File: src/rtl/core/fud_pkg.sv
// Shared types, character codes and helpers for the form-urlencoded decoder.
// No dependencies; used by fud_front, fud_queue, fud_back and the top level.
`timescale 1ns / 1ps

package fud_pkg;

  // Special characters of the encoding
  localparam logic [7:0] CH_PERCENT = 8'h25;
  localparam logic [7:0] CH_PLUS    = 8'h2B;
  localparam logic [7:0] CH_AMP     = 8'h26;
  localparam logic [7:0] CH_EQUALS  = 8'h3D;
  localparam logic [7:0] CH_SPACE   = 8'h20;

  // Most results one input item can cause
  localparam int MAX_RES = 3;
  localparam int CNT_W   = 2;

  typedef enum logic [1:0] {
    KIND_KEY      = 2'd0,
    KIND_VALUE    = 2'd1,
    KIND_PAIR_END = 2'd2
  } kind_t;

  // Escape progress in value phase
  typedef enum logic [1:0] {
    ESC_NONE  = 2'd0,
    ESC_PCT   = 2'd1,
    ESC_DIGIT = 2'd2
  } esc_t;

  typedef struct packed {
    logic [7:0] data;
    kind_t      kind;
    logic       kept;
  } res_t;

  // All results of one input item, oldest in entry 0
  typedef struct packed {
    logic [CNT_W-1:0]        cnt;
    res_t [MAX_RES-1:0]      ent;
  } bundle_t;

  // Hex digit value; anything else counts as zero
  function automatic logic [3:0] hex_value(input logic [7:0] c);
    logic [3:0] v;
    v = 4'd0;
    if (c >= 8'h30 && c <= 8'h39) begin
      v = 4'(c - 8'h30);
    end else if (c >= 8'h41 && c <= 8'h46) begin
      v = 4'(c - 8'h41 + 8'd10);
    end else if (c >= 8'h61 && c <= 8'h66) begin
      v = 4'(c - 8'h61 + 8'd10);
    end
    return v;
  endfunction

endpackage

File: src/rtl/core/fud_front.sv
// Front end: accepts characters, tracks key/value/escape state and builds
// the result bundle for each item. Depends on fud_pkg.
`timescale 1ns / 1ps

module fud_front (
  input  logic                clk,
  input  logic                rst_n,
  input  logic [7:0]          in_char,
  input  logic                in_char_valid,
  input  logic                in_end_of_text,
  input  logic                push,
  input  logic                q_full,
  output logic                q_push,
  output fud_pkg::bundle_t    q_bundle
);

  logic                val_r,  val_nxt;
  fud_pkg::esc_t       esc_r,  esc_nxt;
  logic [7:0]          held_r, held_nxt;
  logic                key_r,  key_nxt;
  fud_pkg::bundle_t    bnd;
  logic                accept;

  assign accept = push && !q_full;

  // Decode one item into next state and up to three results
  always_comb begin
    logic [7:0]              c;
    logic [fud_pkg::CNT_W-1:0] n;
    val_nxt  = val_r;
    esc_nxt  = esc_r;
    held_nxt = held_r;
    key_nxt  = key_r;
    bnd      = '0;
    n        = '0;
    c        = (in_char == fud_pkg::CH_PLUS) ? fud_pkg::CH_SPACE : in_char;

    if (in_char_valid) begin
      if (!val_r) begin
        if (c == fud_pkg::CH_EQUALS) begin
          val_nxt = 1'b1;
        end else begin
          bnd.ent[n] = '{data: c, kind: fud_pkg::KIND_KEY, kept: 1'b0};
          n = n + 1'b1;
          key_nxt = 1'b1;
        end
      end else if (c == fud_pkg::CH_AMP) begin
        // Flush an unfinished escape, then close the pair
        if (esc_r != fud_pkg::ESC_NONE) begin
          bnd.ent[n] = '{data: fud_pkg::CH_PERCENT, kind: fud_pkg::KIND_VALUE, kept: 1'b0};
          n = n + 1'b1;
        end
        if (esc_r == fud_pkg::ESC_DIGIT) begin
          bnd.ent[n] = '{data: held_r, kind: fud_pkg::KIND_VALUE, kept: 1'b0};
          n = n + 1'b1;
        end
        bnd.ent[n] = '{data: 8'h00, kind: fud_pkg::KIND_PAIR_END, kept: 1'b1};
        n = n + 1'b1;
        esc_nxt  = fud_pkg::ESC_NONE;
        held_nxt = 8'h00;
        val_nxt  = 1'b0;
        key_nxt  = 1'b0;
      end else begin
        unique case (esc_r)
          fud_pkg::ESC_NONE: begin
            if (c == fud_pkg::CH_PERCENT) begin
              esc_nxt = fud_pkg::ESC_PCT;
            end else begin
              bnd.ent[n] = '{data: c, kind: fud_pkg::KIND_VALUE, kept: 1'b0};
              n = n + 1'b1;
            end
          end
          fud_pkg::ESC_PCT: begin
            held_nxt = c;
            esc_nxt  = fud_pkg::ESC_DIGIT;
          end
          fud_pkg::ESC_DIGIT: begin
            bnd.ent[n] = '{data: {fud_pkg::hex_value(held_r), fud_pkg::hex_value(c)},
                           kind: fud_pkg::KIND_VALUE, kept: 1'b0};
            n = n + 1'b1;
            esc_nxt  = fud_pkg::ESC_NONE;
            held_nxt = 8'h00;
          end
          default: begin
            esc_nxt = fud_pkg::ESC_NONE;
          end
        endcase
      end
    end

    // End of text: close an open pair, then return to reset state
    if (in_end_of_text) begin
      if (val_nxt || key_nxt) begin
        if (esc_nxt != fud_pkg::ESC_NONE) begin
          bnd.ent[n] = '{data: fud_pkg::CH_PERCENT, kind: fud_pkg::KIND_VALUE, kept: 1'b0};
          n = n + 1'b1;
        end
        if (esc_nxt == fud_pkg::ESC_DIGIT) begin
          bnd.ent[n] = '{data: held_nxt, kind: fud_pkg::KIND_VALUE, kept: 1'b0};
          n = n + 1'b1;
        end
        bnd.ent[n] = '{data: 8'h00, kind: fud_pkg::KIND_PAIR_END, kept: key_nxt};
        n = n + 1'b1;
      end
      val_nxt  = 1'b0;
      esc_nxt  = fud_pkg::ESC_NONE;
      held_nxt = 8'h00;
      key_nxt  = 1'b0;
    end
    bnd.cnt = n;
  end

  // Hand non-empty bundles to the queue
  assign q_push   = accept && (bnd.cnt != '0);
  assign q_bundle = bnd;

  // Advance state on each accepted transaction
  always_ff @(posedge clk) begin
    if (!rst_n) begin
      val_r  <= 1'b0;
      esc_r  <= fud_pkg::ESC_NONE;
      held_r <= 8'h00;
      key_r  <= 1'b0;
    end else if (accept) begin
      val_r  <= val_nxt;
      esc_r  <= esc_nxt;
      held_r <= held_nxt;
      key_r  <= key_nxt;
    end
  end

  // An escape is only ever pending in value phase
  a_esc_in_value: assert property (@(posedge clk) disable iff (!rst_n)
    !val_r |-> esc_r == fud_pkg::ESC_NONE)
    else $error("escape pending in key phase");

  // Held digit is cleared whenever no digit is held
  a_held_clear: assert property (@(posedge clk) disable iff (!rst_n)
    esc_r != fud_pkg::ESC_DIGIT |-> held_r == 8'h00)
    else $error("stale held digit");

  // Every queued bundle carries at least one result
  a_push_nonempty: assert property (@(posedge clk) disable iff (!rst_n)
    q_push |-> q_bundle.cnt != '0 && q_bundle.cnt <= 2'(fud_pkg::MAX_RES))
    else $error("bad bundle count");

endmodule

File: src/rtl/core/fud_queue.sv
// Short register queue of result bundles between front and back end.
// Depends on fud_pkg.
`timescale 1ns / 1ps

module fud_queue #(
  parameter int DEPTH = 4
) (
  input  logic              clk,
  input  logic              rst_n,
  input  logic              wr_en,
  input  fud_pkg::bundle_t  wr_data,
  output logic              full,
  input  logic              rd_en,
  output fud_pkg::bundle_t  rd_data,
  output logic              empty
);

  localparam int PTR_W = (DEPTH > 1) ? $clog2(DEPTH) : 1;
  localparam int CNT_W = $clog2(DEPTH + 1);

  fud_pkg::bundle_t   mem_r [DEPTH];
  logic [PTR_W-1:0]   wp_r, wp_nxt;
  logic [PTR_W-1:0]   rp_r, rp_nxt;
  logic [CNT_W-1:0]   cnt_r, cnt_nxt;
  logic               do_wr, do_rd;

  assign full    = (cnt_r == CNT_W'(DEPTH));
  assign empty   = (cnt_r == '0);
  assign do_wr   = wr_en && !full;
  assign do_rd   = rd_en && !empty;
  assign rd_data = mem_r[rp_r];

  // Advance pointers with wrap at DEPTH
  always_comb begin
    wp_nxt  = wp_r;
    rp_nxt  = rp_r;
    cnt_nxt = cnt_r;
    if (do_wr) begin
      wp_nxt = (wp_r == PTR_W'(DEPTH - 1)) ? '0 : wp_r + 1'b1;
    end
    if (do_rd) begin
      rp_nxt = (rp_r == PTR_W'(DEPTH - 1)) ? '0 : rp_r + 1'b1;
    end
    if (do_wr && !do_rd) begin
      cnt_nxt = cnt_r + 1'b1;
    end else if (do_rd && !do_wr) begin
      cnt_nxt = cnt_r - 1'b1;
    end
  end

  always_ff @(posedge clk) begin
    if (!rst_n) begin
      wp_r  <= '0;
      rp_r  <= '0;
      cnt_r <= '0;
    end else begin
      wp_r  <= wp_nxt;
      rp_r  <= rp_nxt;
      cnt_r <= cnt_nxt;
    end
  end

  // Store payload
  always_ff @(posedge clk) begin
    if (do_wr) begin
      mem_r[wp_r] <= wr_data;
    end
  end

  a_cnt_range: assert property (@(posedge clk) disable iff (!rst_n)
    cnt_r <= CNT_W'(DEPTH))
    else $error("queue count overflow");

  a_drain: assert property (@(posedge clk) disable iff (!rst_n)
    cnt_r == CNT_W'(1) && do_rd && !do_wr |=> empty)
    else $error("queue not empty after last read");

  a_ptr_gap: assert property (@(posedge clk) disable iff (!rst_n)
    empty |-> wp_r == rp_r)
    else $error("pointers differ while empty");

endmodule

File: src/rtl/core/fud_back.sv
// Back end: walks the results of the head bundle one per pop and marks the
// last one of each item. Depends on fud_pkg.
`timescale 1ns / 1ps

module fud_back (
  input  logic              clk,
  input  logic              rst_n,
  input  fud_pkg::bundle_t  q_head,
  input  logic              q_empty,
  output logic              q_pop,
  input  logic              pop,
  output logic              empty,
  output logic [7:0]        out_byte,
  output logic [1:0]        out_kind,
  output logic              out_pair_kept,
  output logic              out_run_last
);

  logic [fud_pkg::CNT_W-1:0] sub_r, sub_nxt;
  fud_pkg::res_t             cur;
  logic                      at_last;
  logic                      take;

  assign empty   = q_empty;
  assign take    = pop && !q_empty;
  assign cur     = q_head.ent[sub_r];
  assign at_last = (sub_r == q_head.cnt - 1'b1);

  assign out_byte      = cur.data;
  assign out_kind      = 2'(cur.kind);
  assign out_pair_kept = cur.kept;
  assign out_run_last  = at_last;

  // Release the bundle after its last result
  assign q_pop = take && at_last;

  always_comb begin
    sub_nxt = sub_r;
    if (take) begin
      sub_nxt = at_last ? '0 : sub_r + 1'b1;
    end
  end

  always_ff @(posedge clk) begin
    if (!rst_n) begin
      sub_r <= '0;
    end else begin
      sub_r <= sub_nxt;
    end
  end

  a_sub_range: assert property (@(posedge clk) disable iff (!rst_n)
    !q_empty |-> sub_r < q_head.cnt)
    else $error("result index beyond bundle");

  a_idle_index: assert property (@(posedge clk) disable iff (!rst_n)
    q_empty |-> sub_r == '0)
    else $error("result index left over while empty");

  a_step: assert property (@(posedge clk) disable iff (!rst_n)
    take && !at_last |=> sub_r == $past(sub_r) + 1'b1)
    else $error("result index did not advance");

endmodule

File: src/rtl/core/form_urlencoded_decoder_unit.sv
// Top level of the form-urlencoded decoder: front end, bundle queue and
// back end. Depends on fud_pkg, fud_front, fud_queue and fud_back.
//
//   channel  handshake      accepted when      payload
//   input    push / full    push && !full      in_char, in_char_valid, in_end_of_text
//   result   empty / pop    pop && !empty      out_byte, out_kind, out_pair_kept,
//                                              out_run_last
//
// One character is taken per cycle while the bundle queue has room.
// An item yields zero to three results; the back end sends one per cycle
// while pop is high, so an item with several results takes one pop for each.
// Results of an accepted item pass through the registered bundle queue.
// Synchronous active-low reset clears phase, escape state and the queue.
// A stalled result side fills the QDEPTH-entry queue, then raises full.
`timescale 1ns / 1ps

module form_urlencoded_decoder_unit #(
  parameter int QDEPTH = 4
) (
  input  logic        clk,
  input  logic        rst_n,
  input  logic [7:0]  in_char,
  input  logic        in_char_valid,
  input  logic        in_end_of_text,
  input  logic        push,
  output logic        full,
  output logic [7:0]  out_byte,
  output logic [1:0]  out_kind,
  output logic        out_pair_kept,
  output logic        out_run_last,
  output logic        empty,
  input  logic        pop
);

  logic              q_push;
  fud_pkg::bundle_t  q_wr;
  fud_pkg::bundle_t  q_head;
  logic              q_full;
  logic              q_empty;
  logic              q_pop;

  assign full = q_full;

  fud_front u_front (
    .clk            (clk),
    .rst_n          (rst_n),
    .in_char        (in_char),
    .in_char_valid  (in_char_valid),
    .in_end_of_text (in_end_of_text),
    .push           (push),
    .q_full         (q_full),
    .q_push         (q_push),
    .q_bundle       (q_wr)
  );

  fud_queue #(
    .DEPTH (QDEPTH)
  ) u_queue (
    .clk     (clk),
    .rst_n   (rst_n),
    .wr_en   (q_push),
    .wr_data (q_wr),
    .full    (q_full),
    .rd_en   (q_pop),
    .rd_data (q_head),
    .empty   (q_empty)
  );

  fud_back u_back (
    .clk           (clk),
    .rst_n         (rst_n),
    .q_head        (q_head),
    .q_empty       (q_empty),
    .q_pop         (q_pop),
    .pop           (pop),
    .empty         (empty),
    .out_byte      (out_byte),
    .out_kind      (out_kind),
    .out_pair_kept (out_pair_kept),
    .out_run_last  (out_run_last)
  );

endmodule

File: config.mk
export PLATFORM = sky130hd
export DESIGN_NAME = form_urlencoded_decoder_unit
export DESIGN_NICKNAME = d
export VERILOG_FILES = /design/src/rtl/core/fud_pkg.sv /design/src/rtl/core/fud_front.sv /design/src/rtl/core/fud_queue.sv /design/src/rtl/core/fud_back.sv /design/src/rtl/core/form_urlencoded_decoder_unit.sv
export SDC_FILE = /design/constraint.sdc
export NUM_CORES = 1
export LEC_CHECK = 0
export BUFFER_PORTS_ARGS = -buffer_cell sky130_fd_sc_hd__buf_4
export CORE_UTILIZATION = 54
export DETAILED_ROUTE_END_ITERATION = 16
export GPL_ROUTABILITY_DRIVEN = 0
export PLACE_DENSITY = 0.79
export RECOVER_POWER = 100
export SLEW_MARGIN = 10
export SYNTH_ARGS = -nofsm -noshare
export SYNTH_HDL_FRONTEND = slang
export SYNTH_SLANG_ARGS = --single-unit
File: constraint.sdc
create_clock -name clk -period 16.7 [get_ports clk]
set_clock_uncertainty 0.1 [all_clocks]
set_input_delay 2.505 -clock clk [delete_from_list [all_inputs] [get_ports clk]]
set_output_delay 2.505 -clock clk [all_outputs]
set_load 0.01 [all_outputs]
# ---- Yosys cells after proc, flatten, opt, wreduce, memory -nomap -nowiden
# Memory sizes are Yosys's and may differ from the RTL's. A register that Yosys moved wholly into a read port is not among the register bits.
# Index checks and enable logic that the tools add are counted.
dict set report totals {
  n_memories 1
  ramBits 140
  reg_bits 21
  inputBits 14
}
dict set report op_classes {
  n_eq_ne 11
  bitwise_logic 6
  add_sub_neg 21
  n_lt_le_gt_ge 23
  reduce_logical 30
  mux 98
}
# name words word_bits rd rd_clocked_by_memory_dff write_ports line_no
set mem_list {}
lappend mem_list {u_queue.mem_r 4 35 1 1 1 fud_queue.sv:21} ;# fud_pkg::bundle_t mem_r [DEPTH];
# op count
set ops {}
lappend ops {{33-bit 2-to-1 mux} 13}
lappend ops {{11-bit 2-to-1 mux} 13}
lappend ops {{11-bit demux with 2-bit select} 5}
lappend ops {{33-bit bitwise mux} 3}
lappend ops {{2-bit 2-to-1 mux} 28}
lappend ops {{22-bit 2-to-1 mux} 2}
lappend ops {{8-bit 2-to-1 mux} 5}
lappend ops {{8-bit by 6-bit equality test with 1-bit output (second input constant)} 4}
lappend ops {{8-bit by 7-bit greater-or-equal comparator with 1-bit output (second input constant)} 4}
lappend ops {{8-bit by 7-bit less-or-equal comparator with 1-bit output (second input constant)} 4}
lappend ops {{27-bit AND} 1}
lappend ops {{27-bit inverter} 1}
lappend ops {{4-bit 2-to-1 mux} 6}
lappend ops {{4-bit by 1-bit subtractor with 4-bit output (second input constant)} 6}
lappend ops {{11-bit binary-select mux with 2-bit select} 1}
lappend ops {{11-bit one-hot mux with 2 select lines} 1}
lappend ops {{21-bit AND} 1}
lappend ops {{21-bit inverter} 1}
lappend ops {{1-bit logical AND} 19}
lappend ops {{2-bit by 3-bit < comparator with 1-bit output (second input constant)} 6}
lappend ops {{2-bit by 1-bit adder with 2-bit output (second input constant)} 8}
lappend ops {{4-bit adder (second input constant)} 4}
lappend ops {{8-bit by 6-bit greater-or-equal comparator with 1-bit output (second input constant)} 2}
lappend ops {{8-bit by 6-bit less-or-equal comparator with 1-bit output (second input constant)} 2}
lappend ops {{other kinds (20)} 49}

# ---- Longest topological paths before layout
dict set report logic_depth {
  word_depth 33
  ltp_mapped 23
}

# ---- By module
# From an unflattened synthesis, not the netlist that was laid out.
dict set report hier_totals {
  hier_cells 595
  hier_area_um2 8230.4
}
# module area_each_um2 cells_each seq_area_each_um2 n_inst
set by_module_without_submodules {}
lappend by_module_without_submodules {fud_queue 5582.9 234 4384.2 1}
lappend by_module_without_submodules {fud_front 2279.7 307 240.2 1}
lappend by_module_without_submodules {fud_back 367.9 54 40.0 1}

# ---- Least setup slack after synthesis
# Ideal clock, no wire load.
dict set report synth_path {
  path_kind {in2reg}
  startpoint {input port in_char[0]}
  endpoint {register u_queue.cnt_r[2]}
  setup_slack_ns 9.006
  arrival_time_ns 7.519
  path_stages 23
  path_cell_list {clkbuf_1 inv_1 ha_1 and4bb_4 and2_1 buf_2 a31oi_1 nand2_1 ha_1 o21ai_0 inv_1 ha_1 o22ai_1 ha_1 o31ai_2 nor4bb_1 a211oi_2 ha_1 inv_1 fa_1 xor2_1 or3_1 a21boi_0}
}
# item line_no
set synth_rtl {}
lappend synth_rtl {{start: declaration} form_urlencoded_decoder_unit.sv:22} ;# input logic [7:0] in_char,
lappend synth_rtl {{end signal: assignment} fud_queue.sv:59} ;# cnt_r <= cnt_nxt;
lappend synth_rtl {{end: declaration} fud_queue.sv:24} ;# logic [CNT_W-1:0] cnt_r, cnt_nxt;

==> out/qor.csv <==
metric;value;unit
Clock Pin Slew Worst Setup and Hold Paths;0.06;ns
post-synth cell types;75;
VDD IR max;0.0000558;V
mux share of post-synthesis cell area;12.0;%
Worst EP arrival;9.14;ns
number of max-slew violations in the final report;180;
CP Data Required Time;16.59;ns
critical path endpoint category;flop;
commonest non-fill, non-tap cell in the layout;edfxtp_1;
RSZ-0062 raised after global routing;false;
Pre-Repair DR Iteration Count;8;
Horiz. Die Dim;125;um
Min-Delay Path Class;reg -> reg;
Avg WL per Cell;21.6;um
hold buffers post-CTS;0;
final hold vios;0;
post-place setup slack;8.61;ns
final-stage net count;669;
synthesized net count;650;
worst skew pair latency;0.43;ns
post-layout minimum cycle time;9.25;ns
gr usage total;23.9;%
Post-synth EDFFs;140;
post-synthesis sequential area ratio;56.7;%
pwr dens;117;mW/mm2
Buf+Inv Stages, Crit Path;3;
IO Count;28;
Syn Inst Count;607;
Clock Sinks;163;
Compound-Gate Fraction of Synth Area;11.8;%
kind of critical path;in -> reg;
# DRC;0;
vias in the first global route;5244;
fin worst setup slack;7.45;ns
Mapped Avg Cell Area;13.6;um2
setup tns final;0;ns
Finish-stage setup viols;0;
PortBufs;27;
WHS Path Cells;2;
maximum clock rate;0.108;GHz
initial antenna violation count;0;
adder-cell share of the synthesized area;4.50;%
Die Y;125;um
Vias/cell;6.58;
vias;5413;
Worst slew margin;-95.5;%
Worst Max-Slew Pin Slew;2.93;ns
final core utilization;61.7;%
largest family of logic cells by synthesized area;multiplexers;
HPWL Detailed;11.4;mm
Layout area overhead;10.2;%
Worst R2R Start;u_front.esc_r[0];
FF+latch count, synth;163;
H-tree levels;4;
FILL cells;1053;
crit share post-route;55.4;%
reg2reg path depth;18;
XOR/XNOR share of the synthesized area;0.745;%
CTS tree;built;
full die area;0.0157;mm2
async set or reset register ratio after synthesis;0;%
synthesized area;0.00823;mm2
max_cap viols;5;
Top delay family on crit path;buffers and inverters;
antenna-violating nets left;0;
share of layout cells above drive strength 1;14.9;%
Hold Crit Start;u_queue.rp_r[0];
Post-CTS Setup Inserts;0;
deepest clock path buffer count;2;
pin count of the biggest net entering global routing;36;
slowest cell delay on critical path;1.65;ns
DR iter-0 viols;682;
global-route wire length before repair;28.3;mm
slowest CP cell;clkbuf_1;
PostCTS Resize Cnt;0;
leakage power;3.05;nW
flop-to-flop setup slack;9.16;ns
commonest non-fill, non-tap cells in the layout;edfxtp_1, nand2_1, inv_1, mux4_2, ha_1;
initial core utilization;56.0;%
Root Buffer;clkbuf_16;
Num CTS Buffers;17;
Inserted Diodes;0;
FF-to-FF End;u_queue.mem_r[2][5];
Area after DPL;0.00856;mm2
Synthesis Warnings;0;
Top FF cell, synth;edfxtp_1;
Worst Setup Start Kind;input port;
WHS;0.415;ns
crit-path most repeated cell;ha_1;
Finished Cell Area;0.00906;mm2
WL final;17.8;mm
total gr overflow;0;
Crit Path Max Fanout;35;
critical-path cell list;clkbuf_1, ha_1, and4bb_1, and2_0, a31oi_1, nand2_1, ha_1, o21ai_0, inv_1, ha_1, o22ai_1, ha_1, o31ai_1, nor4bb_1, a211oi_1, and2_0, clkbuf_1;
Std-Cell Rows;44;
total core area;0.0147;mm2
simple-gate share of the synthesized area;10.8;%
failing checks;capacitance limit, slew limit;
status;finished, violations left;
[how the worst max path moves through the flow]
| stage | start | to | cells after the start |
|---|---|---|---|
| after detailed placement | in_char[0] | u_queue.cnt_r[2] | 22 |
| after global placement | in_char[0] | u_queue.cnt_r[2] | 22 |
| after global routing | in_char[1] | u_queue.mem_r[2][16] | 17 |
| final | in_char[1] | u_queue.mem_r[2][5] | 17 |
| after CTS | in_char[0] | u_queue.cnt_r[2] | 22 |
| after floorplan | in_char[0] | u_queue.cnt_r[2] | 23 |
[routing by layer]
| metal | part of all wire [%] | GRT usage, % | vias up |
|---|---|---|---|
| met2 | 47 | 37.1 | 305 |
| met5 | 0 | 0 | - |
| met3 | 8.2 | 5.31 | 33 |
| met4 | 2.1 | 10.7 | 0 |
| met1 | 43 | 32.3 | 2674 |
| li1 | - | - | 2401 |
[state kept, by name (all words and copies together), names as in the netlist, named ones only]
| register | count |
|---|---|
| u_front.key_r | 1 |
| u_queue.rp_r | 2 |
| u_queue.cnt_r | 3 |
| u_queue.wp_r | 2 |
| u_back.sub_r | 2 |
| u_queue.mem_r | 140 |
| u_front.esc_r | 2 |
| u_front.held_r | 8 |
| u_front.val_r | 1 |
[power breakdown]
part,internal [mW],switching [mW]
combinational,0.0812,0.107
clock,0.239,0.148
sequential,0.473,0.0107
total,0.793,0.265
[cell families after synthesis]
family	after synthesis
AOI/OAI and AO/OA	133
adders and majority gates	29
DFF	163
xor gates and xnor gates	7
and+or+nand+nor	151
muxes	54
buffers and inverters	70
[per-stage QoR]
step | total power, mW | cells
after floorplan | 0.625 | 607
after CTS | 1.08 | 823
after detailed placement | 0.693 | 791
after global placement | 0.686 | 791
final | 1.06 | 823
after global routing | 1.10 | 823
[layout make-up]
class                   instances  area (um2)  area share [%]
clock buffers                  24         502            5.54
clock inverters                 8        97.6            1.08
inverters                      35         131            1.45
multi-input cells             374        3240            35.8
flip-flops and latches        163        4670            51.5
well taps                     184         230            2.54
repair buffers                 35         195            2.15
[worst min-delay path: cells and delay by family, from the launching register on]
kind	cells	cell delay, ns
flops	1	0.33
simple gates	1	0.06
compound gates	1	0.09
[Yosys cell counts, types with 4 or more instances]
cell      instances  area share, %
and2_1           10           0.76
a32oi_1           5           0.53
a21boi_0          5           0.46
or3_1             6           0.46
ha_1             28            4.3
a31oi_1           6           0.46
o22ai_1          12           0.91
o211ai_1          5           0.46
clkbuf_1         23            1.0
and4_1            4           0.43
nand2_1          40            1.8
buf_2             7           0.43
nand2b_1          7           0.53
a22o_1           11            1.2
nor2b_1          17            1.3
a32o_1            5           0.61
inv_1            35            1.6
edfxtp_1        140             51
mux4_2           35            9.6
nor2_1           20           0.91
mux2i_1          16            1.9
a22oi_1          13            1.2
o31ai_1           4           0.37
nand4_1           8           0.61
nor3_1            9           0.55
dfxtp_1          23            5.6
a21oi_1          21            1.3
nand3_1           5           0.30
o21ai_0          17            1.0
xnor2_1           4           0.43
Power figures use the tool's default switching activity.
